### src/hw/rtl/ipid_pkg.sv
// Package for the incremental PID controller: field widths, default
// parameter values and configuration register indexes.
// No dependencies.
`default_nettype none

package ipid_pkg;

    localparam int DATA_WIDTH_DEF = 16;
    localparam int GAIN_FRAC_DEF  = 8;

    localparam int GAIN_W = 16;
    localparam int LIM_W  = 15;
    localparam int ACC_W  = 16;
    localparam int APB_DW = 32;
    localparam int APB_AW = 5;
    localparam int IDX_W  = 3;

    localparam logic [IDX_W-1:0] REG_GAIN_PROP    = 3'd0;
    localparam logic [IDX_W-1:0] REG_GAIN_INTEG   = 3'd1;
    localparam logic [IDX_W-1:0] REG_GAIN_DERIV   = 3'd2;
    localparam logic [IDX_W-1:0] REG_MOTOR_LIMIT  = 3'd3;
    localparam logic [IDX_W-1:0] REG_OUTPUT_LIMIT = 3'd4;

    localparam logic [LIM_W-1:0] LIM_RESET = 15'h7fff;

endpackage

`default_nettype wire

### src/hw/rtl/incremental_pid_clamped.sv
// Top level of the incremental PID controller: stream ports, APB register
// file, error history and clamped output accumulator.
// Depends on ipid_pkg and ipid_term.
`default_nettype none

// Incremental (velocity-form) PID. Each error word on the slave stream yields
// one drive word on the master stream. Throughput is one word per clock while
// the master side does not stall: the three gain multiplies, the clamps and
// the accumulator update sit in one registered stage around the accumulator
// loop. in_err_reg holds each accepted error word, acc_reg its result. A word
// can be accepted while the previous result waits on the master side. Gains
// are unsigned Q8.8; every term and the output saturate, nothing wraps.
// Registers (APB, 4-byte stride): 0 gain_prop, 1 gain_integ, 2 gain_deriv,
// 3 motor_limit, 4 output_limit. Write registers only while the block is idle.
module incremental_pid_clamped #(
    parameter int DATA_WIDTH     = ipid_pkg::DATA_WIDTH_DEF,
    parameter int GAIN_FRAC_BITS = ipid_pkg::GAIN_FRAC_DEF
) (
    input  wire logic clk,
    input  wire logic rst_n,

    input  wire logic                                   s_tvalid,
    output logic                                        s_tready,
    // [DATA_WIDTH-1:0] error_sample, zero padding above
    input  wire logic [((DATA_WIDTH+7)/8)*8-1:0]        s_tdata,

    output logic                                        m_tvalid,
    input  wire logic                                   m_tready,
    // [DATA_WIDTH-1:0] drive_value, zero padding above
    output logic [((DATA_WIDTH+7)/8)*8-1:0]             m_tdata,

    input  wire logic                                   psel,
    input  wire logic                                   penable,
    input  wire logic                                   pwrite,
    input  wire logic [ipid_pkg::APB_AW-1:0]            paddr,
    input  wire logic [ipid_pkg::APB_DW-1:0]            pwdata,
    output logic [ipid_pkg::APB_DW-1:0]                 prdata,
    output logic                                        pready
);

    localparam int TDATA_W = ((DATA_WIDTH + 7) / 8) * 8;
    localparam int D1_W    = DATA_WIDTH + 1;
    localparam int D2_W    = DATA_WIDTH + 2;
    localparam int TERM_W  = ipid_pkg::LIM_W + 1;
    localparam int SUM_W   = ipid_pkg::ACC_W + 2;

    // configuration
    logic [ipid_pkg::GAIN_W-1:0] gain_prop_reg;
    logic [ipid_pkg::GAIN_W-1:0] gain_integ_reg;
    logic [ipid_pkg::GAIN_W-1:0] gain_deriv_reg;
    logic [ipid_pkg::LIM_W-1:0]  motor_limit_reg;
    logic [ipid_pkg::LIM_W-1:0]  output_limit_reg;
    logic                        cfg_wr;
    logic [ipid_pkg::IDX_W-1:0]  cfg_idx;

    assign pready  = 1'b1;
    assign cfg_wr  = psel && penable && pwrite && pready;
    assign cfg_idx = paddr[ipid_pkg::APB_AW-1:2];

    always_ff @(posedge clk or negedge rst_n)
    begin
        if (!rst_n)
        begin
            gain_prop_reg    <= '0;
            gain_integ_reg   <= '0;
            gain_deriv_reg   <= '0;
            motor_limit_reg  <= ipid_pkg::LIM_RESET;
            output_limit_reg <= ipid_pkg::LIM_RESET;
        end
        else if (cfg_wr)
        begin
            unique case (cfg_idx)
                ipid_pkg::REG_GAIN_PROP:    gain_prop_reg    <= pwdata[ipid_pkg::GAIN_W-1:0];
                ipid_pkg::REG_GAIN_INTEG:   gain_integ_reg   <= pwdata[ipid_pkg::GAIN_W-1:0];
                ipid_pkg::REG_GAIN_DERIV:   gain_deriv_reg   <= pwdata[ipid_pkg::GAIN_W-1:0];
                ipid_pkg::REG_MOTOR_LIMIT:  motor_limit_reg  <= pwdata[ipid_pkg::LIM_W-1:0];
                ipid_pkg::REG_OUTPUT_LIMIT: output_limit_reg <= pwdata[ipid_pkg::LIM_W-1:0];
                default: ;
            endcase
        end
    end

    always_comb
    begin
        unique case (cfg_idx)
            ipid_pkg::REG_GAIN_PROP:    prdata = ipid_pkg::APB_DW'(gain_prop_reg);
            ipid_pkg::REG_GAIN_INTEG:   prdata = ipid_pkg::APB_DW'(gain_integ_reg);
            ipid_pkg::REG_GAIN_DERIV:   prdata = ipid_pkg::APB_DW'(gain_deriv_reg);
            ipid_pkg::REG_MOTOR_LIMIT:  prdata = ipid_pkg::APB_DW'(motor_limit_reg);
            ipid_pkg::REG_OUTPUT_LIMIT: prdata = ipid_pkg::APB_DW'(output_limit_reg);
            default:                    prdata = '0;
        endcase
    end

    // pipeline control
    logic                          in_valid_reg;
    logic signed [DATA_WIDTH-1:0]  in_err_reg;
    logic                          out_valid_reg;
    logic                          advance;

    assign advance  = in_valid_reg && (!out_valid_reg || m_tready);
    assign s_tready = !in_valid_reg || advance;
    assign m_tvalid = out_valid_reg;

    always_ff @(posedge clk or negedge rst_n)
    begin
        if (!rst_n)
        begin
            in_valid_reg  <= 1'b0;
            out_valid_reg <= 1'b0;
        end
        else
        begin
            if (s_tready)
            begin
                in_valid_reg <= s_tvalid;
            end
            if (advance)
            begin
                out_valid_reg <= 1'b1;
            end
            else if (m_tready)
            begin
                out_valid_reg <= 1'b0;
            end
        end
    end

    always_ff @(posedge clk)
    begin
        if (s_tready && s_tvalid)
        begin
            in_err_reg <= $signed(s_tdata[DATA_WIDTH-1:0]);
        end
    end

    // controller state
    logic signed [DATA_WIDTH-1:0]    prev_err_reg;
    logic signed [DATA_WIDTH-1:0]    prev_prev_err_reg;
    logic signed [ipid_pkg::ACC_W-1:0] acc_reg;
    logic signed [ipid_pkg::ACC_W-1:0] acc_next;

    logic signed [D1_W-1:0]   diff1;
    logic signed [D2_W-1:0]   diff2;
    logic signed [D2_W-1:0]   e_x2;
    logic signed [D2_W-1:0]   p_x2;
    logic signed [D2_W-1:0]   pp_x2;
    logic signed [TERM_W-1:0] term_p;
    logic signed [TERM_W-1:0] term_i;
    logic signed [TERM_W-1:0] term_d;
    logic signed [SUM_W-1:0]  sum;
    logic signed [SUM_W-1:0]  motor_hi;
    logic signed [SUM_W-1:0]  output_hi;
    logic signed [SUM_W-1:0]  clamp1;
    logic signed [SUM_W-1:0]  clamp2;

    assign diff1 = D1_W'(in_err_reg) - D1_W'(prev_err_reg);
    assign e_x2  = D2_W'(in_err_reg);
    assign p_x2  = D2_W'(prev_err_reg);
    assign pp_x2 = D2_W'(prev_prev_err_reg);
    assign diff2 = e_x2 - (p_x2 <<< 1) + pp_x2;

    ipid_term #(.DIFF_W(D1_W), .FRAC_BITS(GAIN_FRAC_BITS)) u_term_p (
        .diff (diff1),
        .gain (gain_prop_reg),
        .lim  (motor_limit_reg),
        .term (term_p)
    );

    ipid_term #(.DIFF_W(DATA_WIDTH), .FRAC_BITS(GAIN_FRAC_BITS)) u_term_i (
        .diff (in_err_reg),
        .gain (gain_integ_reg),
        .lim  (motor_limit_reg),
        .term (term_i)
    );

    ipid_term #(.DIFF_W(D2_W), .FRAC_BITS(GAIN_FRAC_BITS)) u_term_d (
        .diff (diff2),
        .gain (gain_deriv_reg),
        .lim  (motor_limit_reg),
        .term (term_d)
    );

    assign sum = SUM_W'(acc_reg) + SUM_W'(term_p) + SUM_W'(term_i) + SUM_W'(term_d);
    assign motor_hi  = $signed(SUM_W'(motor_limit_reg));
    assign output_hi = $signed(SUM_W'(output_limit_reg));

    always_comb
    begin
        if (sum > motor_hi)
        begin
            clamp1 = motor_hi;
        end
        else if (sum < -motor_hi)
        begin
            clamp1 = -motor_hi;
        end
        else
        begin
            clamp1 = sum;
        end

        if (clamp1 > output_hi)
        begin
            clamp2 = output_hi;
        end
        else if (clamp1 < -output_hi)
        begin
            clamp2 = -output_hi;
        end
        else
        begin
            clamp2 = clamp1;
        end

        acc_next = clamp2[ipid_pkg::ACC_W-1:0];
    end

    always_ff @(posedge clk or negedge rst_n)
    begin
        if (!rst_n)
        begin
            prev_err_reg      <= '0;
            prev_prev_err_reg <= '0;
            acc_reg           <= '0;
        end
        else if (advance)
        begin
            prev_err_reg      <= in_err_reg;
            prev_prev_err_reg <= prev_err_reg;
            acc_reg           <= acc_next;
        end
    end

    // result word: the accumulator holds the latest result
    logic signed [DATA_WIDTH+ipid_pkg::ACC_W-1:0] acc_wide;

    assign acc_wide = (DATA_WIDTH + ipid_pkg::ACC_W)'(acc_reg);
    assign m_tdata  = TDATA_W'(acc_wide[DATA_WIDTH-1:0]);

`ifndef SYNTH
    logic signed [ipid_pkg::LIM_W+1:0] acc_chk;
    logic signed [ipid_pkg::LIM_W+1:0] motor_chk;

    assign acc_chk   = (ipid_pkg::LIM_W + 2)'(acc_reg);
    assign motor_chk = $signed((ipid_pkg::LIM_W + 2)'(motor_limit_reg));

    a_acc_in_limit: assert property (@(posedge clk) disable iff (!rst_n)
        out_valid_reg |-> (acc_chk <= motor_chk) && (acc_chk >= -motor_chk))
        else $error("accumulator outside motor limit");

    a_advance_fills_out: assert property (@(posedge clk) disable iff (!rst_n)
        advance |=> out_valid_reg)
        else $error("result lost after advance");

    a_stall_holds_input: assert property (@(posedge clk) disable iff (!rst_n)
        (in_valid_reg && !advance) |=> in_valid_reg && $stable(in_err_reg))
        else $error("stalled input word overwritten");

    a_history_shift: assert property (@(posedge clk) disable iff (!rst_n)
        advance |=> (prev_err_reg == $past(in_err_reg))
                    && (prev_prev_err_reg == $past(prev_err_reg)))
        else $error("error history not shifted");
`endif

endmodule

`default_nettype wire

### src/hw/rtl/ipid_term.sv
// One gain term: magnitude times unsigned fixed-point gain, truncated
// toward zero and clamped to a symmetric limit. Depends on ipid_pkg.
`default_nettype none

module ipid_term #(
    parameter int DIFF_W    = 17,
    parameter int FRAC_BITS = ipid_pkg::GAIN_FRAC_DEF
) (
    input  wire logic signed [DIFF_W-1:0]              diff,
    input  wire logic        [ipid_pkg::GAIN_W-1:0]    gain,
    input  wire logic        [ipid_pkg::LIM_W-1:0]     lim,
    output logic signed      [ipid_pkg::LIM_W:0]       term
);

    localparam int PROD_W = DIFF_W + ipid_pkg::GAIN_W;

    logic                          neg;
    logic [DIFF_W-1:0]             mag;
    logic [PROD_W-1:0]             prod;
    logic [PROD_W-1:0]             shifted;
    logic [PROD_W-1:0]             lim_ext;
    logic [ipid_pkg::LIM_W-1:0]    mag_sat;
    logic signed [ipid_pkg::LIM_W:0] pos_term;

    assign neg      = diff[DIFF_W-1];
    assign mag      = neg ? DIFF_W'(-diff) : DIFF_W'(diff);
    assign prod     = PROD_W'(mag) * PROD_W'(gain);
    assign shifted  = prod >> FRAC_BITS;
    assign lim_ext  = PROD_W'(lim);
    assign mag_sat  = (shifted > lim_ext) ? lim : shifted[ipid_pkg::LIM_W-1:0];
    assign pos_term = $signed({1'b0, mag_sat});
    assign term     = neg ? -pos_term : pos_term;

endmodule

`default_nettype wire

### config.mk
export PLATFORM = sky130hd
export DESIGN_NAME = incremental_pid_clamped
export DESIGN_NICKNAME = d
export VERILOG_FILES = /design/src/hw/rtl/ipid_pkg.sv /design/src/hw/rtl/incremental_pid_clamped.sv /design/src/hw/rtl/ipid_term.sv
export SDC_FILE = /design/constraint.sdc
export NUM_CORES = 2
export LEC_CHECK = 0
export CAP_MARGIN = 15
export CORE_MARGIN = 5
export CORE_UTILIZATION = 60
export DETAILED_ROUTE_END_ITERATION = 7
export DONT_BUFFER_PORTS = 1
export PLACE_DENSITY = 0.88
export SKIP_CTS_REPAIR_TIMING = 1
export SLEW_MARGIN = 30
export SYNTH_ARGS = -nofsm -noshare
export SYNTH_HDL_FRONTEND = slang
export SYNTH_SLANG_ARGS = --single-unit
### constraint.sdc
create_clock -name clk -period 22.3 [get_ports clk]
set_clock_uncertainty 0.1 [all_clocks]
set_input_delay 4.46 -clock clk [delete_from_list [all_inputs] [get_ports clk]]
set_output_delay 4.46 -clock clk [all_outputs]
set_load 0.02 [all_outputs]
Word level (Yosys, flattened, before mapping)
Index checks and enable logic that the tools add are counted.
Storage, ports and cells
  word-level logic and storage cells: 70
  register bits: 144
  output and inout port bits: 51
Operators by class
  equality and inequality tests: 4
  multiply operators: 3
  multiplexer cells: 16
  add/subtract/negate cells: 14
  reductions and logical operators: 15
  $lt $le $gt $ge: 7
Operators by type and width (number)
  16-bit 2-to-1 mux: 6
  16-bit one-hot mux with 5 select lines: 1
  18-bit 2-to-1 mux: 3
  15-bit negation with 16-bit output: 3
  15-bit 2-to-1 mux: 3
  18-bit by 16-bit adder with 18-bit output: 2
  18-bit by 16-bit > comparator with 1-bit output: 2
  18-bit less-than comparator: 2
  15-bit negation with 18-bit output: 2
  18-bit by 16-bit multiplier with 34-bit output: 1
  17-bit by 16-bit multiplier with 33-bit output: 1
  16-bit by 16-bit multiplier with 32-bit output: 1
  26-bit by 15-bit > comparator with 1-bit output: 1
  25-bit by 15-bit > comparator with 1-bit output: 1
  24-bit by 15-bit > comparator with 1-bit output: 1
  17-bit by 16-bit adder with 18-bit output: 1
  18-bit negation: 1
  16-bit by 17-bit subtractor with 18-bit output: 1
  16-bit by 16-bit adder with 17-bit output: 1
  17-bit 2-to-1 mux: 1
  17-bit negation: 1
  16-bit by 16-bit subtractor with 17-bit output: 1
  16-bit negation: 1
  2-bit AND reduction: 5
  other kinds (9): 16

Longest topological paths before layout
  word-level depth: 17
  mapped depth: 96

Hierarchy
From an unflattened synthesis, not the netlist that was laid out.
Unflattened totals
  cells, all modules: 5427
  area, all modules: 45518.7 µm²
Modules (own cells, without submodules)
  incremental_pid_clamped: times used 1, area each 12864.8 µm², cells an instance 1430, sequential area each 3721.1 µm²
  ipid_term at u_term_d: times used 1, area each 11382.2 µm², cells an instance 1399, sequential area each 0.0 µm²
  ipid_term at u_term_p: times used 1, area each 11101.9 µm², cells an instance 1356, sequential area each 0.0 µm²
  ipid_term at u_term_i: times used 1, area each 10169.8 µm², cells an instance 1242, sequential area each 0.0 µm²

Least setup slack after synthesis
No wires, ideal clock.
  path kind: reg-to-reg
  start point: register prev_err_reg[1]
  end point: register acc_reg (netlist bit m_tdata[5])
  clock period less this slack: 19794 ps
  data arrival time: 19573 ps
  path buffers: 8
  setup slack: 2506 ps
  setup time: 121 ps
  stages on the path, launching flop included: 86
  path through: dfrtp_1 > inv_1 > ha_1 > nor2b_1 > o21ai_0 > a21boi_1 > o21a_1 > o21a_1 > o21a_1 > or3_1 > a2111oi_0 > nand4_1 > or4_1 > nor4b_1 > buf_2 > nand2_1 > fa_1 > fa_1 > [50 not listed] > clkbuf_1 > clkbuf_1 > o21ai_0 > a21oi_1 > ha_1 > a21o_1 > a21o_1 > a21oi_1 > nor2_1 > a2111oi_0 > o21ai_0 > a21oi_1 > a21oi_1 > a21oi_1 > a31o_2 > clkbuf_1 > o221ai_1 > a22o_1
On the way
  word-level cells in the longest chain between the ends: 17
  elaborated cells between the ends (all ways): 28
  classes of those cells: add/sub (10); mul (2); order compare (6); mux (10)
RTL lines
  start: declaration: line incremental_pid_clamped.sv:138  | logic signed [DATA_WIDTH-1:0] prev_err_reg;
  start signal: assignment: line incremental_pid_clamped.sv:229  | prev_err_reg <= in_err_reg;
  16-bit by 16-bit subtractor with 17-bit output: line incremental_pid_clamped.sv:157  | assign diff1 = D1_W'(in_err_reg) - D1_W'(prev_err_reg);
  17-bit negation: line ipid_term.sv:26  | assign mag = neg ? DIFF_W'(-diff) : DIFF_W'(diff);
  17-bit 2-to-1 mux: line ipid_term.sv:26
  17-bit by 16-bit multiplier with 33-bit output: line ipid_term.sv:27  | assign prod = PROD_W'(mag) * PROD_W'(gain);
  25-bit by 15-bit > comparator with 1-bit output: line ipid_term.sv:30  | assign mag_sat = (shifted > lim_ext) ? lim : shifted[ipid_pkg::LIM_W-1:0];
  15-bit 2-to-1 mux: line ipid_term.sv:30
  15-bit negation with 16-bit output: line ipid_term.sv:32  | assign term = neg ? -pos_term : pos_term;
  16-bit 2-to-1 mux: line ipid_term.sv:32
  16-bit by 16-bit adder with 17-bit output: line incremental_pid_clamped.sv:184  | assign sum = SUM_W'(acc_reg) + SUM_W'(term_p) + SUM_W'(term_i) + SUM_W'(term_d);
  17-bit by 16-bit adder with 18-bit output: line incremental_pid_clamped.sv:184
  18-bit by 16-bit adder with 18-bit output *: line incremental_pid_clamped.sv:184
  18-bit less-than comparator: line incremental_pid_clamped.sv:194  | else if (sum < -motor_hi)
  18-bit 2-to-1 mux: line incremental_pid_clamped.sv:194
  18-bit 2-to-1 mux *: line incremental_pid_clamped.sv:190  | if (sum > motor_hi)
  18-bit less-than comparator: line incremental_pid_clamped.sv:207  | else if (clamp1 < -output_hi)
  16-bit 2-to-1 mux: line incremental_pid_clamped.sv:207
  16-bit 2-to-1 mux *: line incremental_pid_clamped.sv:203  | if (clamp1 > output_hi)
  end signal: assignment: line incremental_pid_clamped.sv:231  | acc_reg <= acc_next;
  end: declaration: line incremental_pid_clamped.sv:140  | logic signed [ipid_pkg::ACC_W-1:0] acc_reg;
Mark *: on every way between the ends. The rest lies on a longest branch, timed or not.
A chain may end at the register's enable or synchronous reset.

Worst setup path in the final report
  start point: register prev_err_reg[1]
  end point: register acc_reg (netlist bit m_tdata[1])
The elaborated chain is that of the path after synthesis.

==> impl_metrics.ini <==
[logic_synthesis]
synthTopCellsByCount = sky130_fd_sc_hd__inv_1 (946), sky130_fd_sc_hd__nand2_1 (753), sky130_fd_sc_hd__fa_1 (671)
synth_top_flop_cell = sky130_fd_sc_hd__dfrtp_1
synthMostInstantiatedCell = sky130_fd_sc_hd__inv_1
synthesis_warnings = 0
flops_latches_synth = 144
post_synthesis_cells = 5272
synth_top_area_share_pct = 30.75
share_of_synthesized_registers_carrying_an_async_set_or_reset_pct = 88.89
synth.area.top_cells = sky130_fd_sc_hd__fa_1 (31%), sky130_fd_sc_hd__ha_1 (14%), sky130_fd_sc_hd__inv_1 (8.1%)
synth.yosys.seq_area_share_pct = 8.518
number_of_distinct_library_cell_variants_in_the_gate_level_netlist_after_synthesis = 88
synth_edf_count = 16
post-synth-top-area-cell = sky130_fd_sc_hd__fa_1
postSynthAreaPerCell_um2 = 8.286
cell_area_after_synthesis_um2 = 43690

[critical_path]
setup.worst_path.start_class = register
worstSetupStartpoint = prev_err_reg[1]
slowest_delay_ps = 710
criticalPathCategory = reg2reg
rr_endpoint = m_tdata[1]
reg2reg_slack_ps = 1200
crit_fanout = 22
crit_path_required_time_ps = 22550
reg2regPathDepth = 85
worst_r2r_startpoint = prev_err_reg[1]
cp_slowest_cell = sky130_fd_sc_hd__a31oi_1
crit_end = m_tdata[1]
crit_path_end_kind = register
most_used_cell_along_the_critical_path = sky130_fd_sc_hd__inv_1
cp_data_arrival_time_ps = 21340

[floorplanning]
core_um2 = 72590
die_h_um = 279.8
initial_core_utilization_pct = 60.18
pin_count = 111
floorplan.die_area_um2 = 78300
row_count = 99
die_w_um = 279.8

[hold_path]
hold_path.class = reg2reg

[clocking]
clkSlewWorstSetupHoldPaths_ps = 80
cts_max_level = 4
tritoncts = done
worstSkewPairLatency_ps = 480
ctsRootBufferMaster = sky130_fd_sc_hd__clkbuf_16
cts_made_buffers = 17
clock-sinks = 144
clockBufferDepth = 2

[global_routing]
grt-ovfl-total = 0
grt_pass1_vias = 38940
largest_net_degree_at_the_start_of_global_routing = 129
grtUsageTotal_pct = 32.49
antenna_found_initial = 4
grt_first_pass_wirelength_mm = 204.0

[timing]
clock.fmax_mhz = 47.40
final_max_slew_violation_count = 0
final_min_period_over_clock_period_pct = 94.60
min_period_ps = 21100
rsz0062_at_grt = no
finalHoldViolCount = 0
worst_slew_pin_slew_ps = 1051
fin_setup_tns_ps = 0
finalSetupViolCount = 0
slew-limit-headroom_pct = 29.91

[route]
antenna_left = 0
top_signal_layer_used = met4
route.met3.wl_mm = 13.83
avgRoutedWirePerCell_um = 20.58
drcViolationCount = 1
routed-wl-met2_mm = 57.63
post_drt_via_cell_ratio = 6.126
metal_1_wl_mm = 46.85
vias = 37340
drt_pre_antenna_iters = 8
dr.first_iter.drc_count = 3053
routed_wirelength_mm = 125.5

[cells_and_area]
num-nets-final = 6320
flow.area_growth_from_synthesis_pct = 3.798
register_area_um2 = 3721
multi_input_area_um2 = 35610
fill_cells = 5934
post_route_cells_drive_above_1_share_pct = 5.341

[place]
placement.io_buffers = 0
place.gp.congestion = 0.9991
detailedPlacementHpwl_mm = 100.2

[job]
cap_violations = 0

[status]
violations_in_the_final_reports = design-rule violations
outcome = finished, violations left
metal layers:
layer,vias up,GRT usage [%]
met5,-,0
met4,0,15.72
met3,497,8.184
met2,2095,52.57
met1,18310,41.03
li1,16430,-
critical path: cells and delay by family, from the launching register on:
family          cells  cell delay, ps
compound gates     33            7180
flops               1             480
fa+ha+maj          15            6390
buf+inv            13            1430
xor+xnor            3             710
simple gates       19            4100
mux                 2             530
cell families after synthesis:
family	share of synthesized area, %
buf+inv	10.70
simple gates	17.63
xor+xnor	4.912
other cells	0.01719
compound gates	11.39
flops	8.518
mux	2.560
fa+ha+maj	44.27
cell usage in the layout (no fill, tap or decap), types with 32 or more instances in the layout:
| cell type | count |
|---|---|
| sky130_fd_sc_hd__dfrtp_1 | 98 |
| sky130_fd_sc_hd__and3_1 | 38 |
| sky130_fd_sc_hd__fa_1 | 671 |
| sky130_fd_sc_hd__mux2i_1 | 44 |
| sky130_fd_sc_hd__nor3_1 | 44 |
| sky130_fd_sc_hd__o21a_1 | 40 |
| sky130_fd_sc_hd__nand3_1 | 61 |
| sky130_fd_sc_hd__buf_4 | 83 |
| sky130_fd_sc_hd__inv_1 | 946 |
| sky130_fd_sc_hd__mux2_2 | 54 |
| sky130_fd_sc_hd__nand4_1 | 53 |
| sky130_fd_sc_hd__nand2_1 | 753 |
| sky130_fd_sc_hd__nor2_1 | 182 |
| sky130_fd_sc_hd__xor2_1 | 55 |
| sky130_fd_sc_hd__a21o_1 | 108 |
| sky130_fd_sc_hd__o21ai_0 | 231 |
| sky130_fd_sc_hd__ha_1 | 470 |
| sky130_fd_sc_hd__nand2b_1 | 33 |
| sky130_fd_sc_hd__and2_1 | 301 |
| sky130_fd_sc_hd__nor2b_1 | 32 |
| sky130_fd_sc_hd__xnor2_1 | 177 |
| sky130_fd_sc_hd__a21oi_1 | 218 |
through the flow:
step	worst slack (ps)	hold slack [ps]	area (um^2)	util [%]	std cells
after floorplan	2506	349.8	43740	-	5287
after global placement	811.6	359.6	44550	61.38	6056
after detailed placement	452.9	377.2	44560	61.39	6056
after CTS	289.3	393.4	45160	62.21	6088
after global routing	56.67	414.2	45330	62.46	6091
final	1204	391.8	45340	62.47	6095
final cells by class:
cell class	instances	share of cell area, %
sequential	144	8.206
clock buffer	18	0.9685
tap	959	2.646
antenna	6	0.03311
clock inverter	14	0.3532
timing repair buffer	83	1.374
inverter	953	7.897
multi-input combinational	3918	78.52
worst min path at each step:
stage	start	end	slack, ps	cells after the start
after global routing	prev_prev_err_reg[0]	prev_prev_err_reg[0]	410	2
after detailed placement	prev_err_reg[3]	prev_prev_err_reg[3]	380	2
after floorplan	prev_err_reg[3]	prev_prev_err_reg[3]	350	2
after CTS	prev_err_reg[3]	prev_prev_err_reg[3]	390	2
final	prev_err_reg[3]	prev_prev_err_reg[3]	390	2
after global placement	prev_err_reg[3]	prev_prev_err_reg[3]	360	2
Power is not shown: default switching activity piles up to over one toggle a cycle in this logic, so the estimate is an artifact.
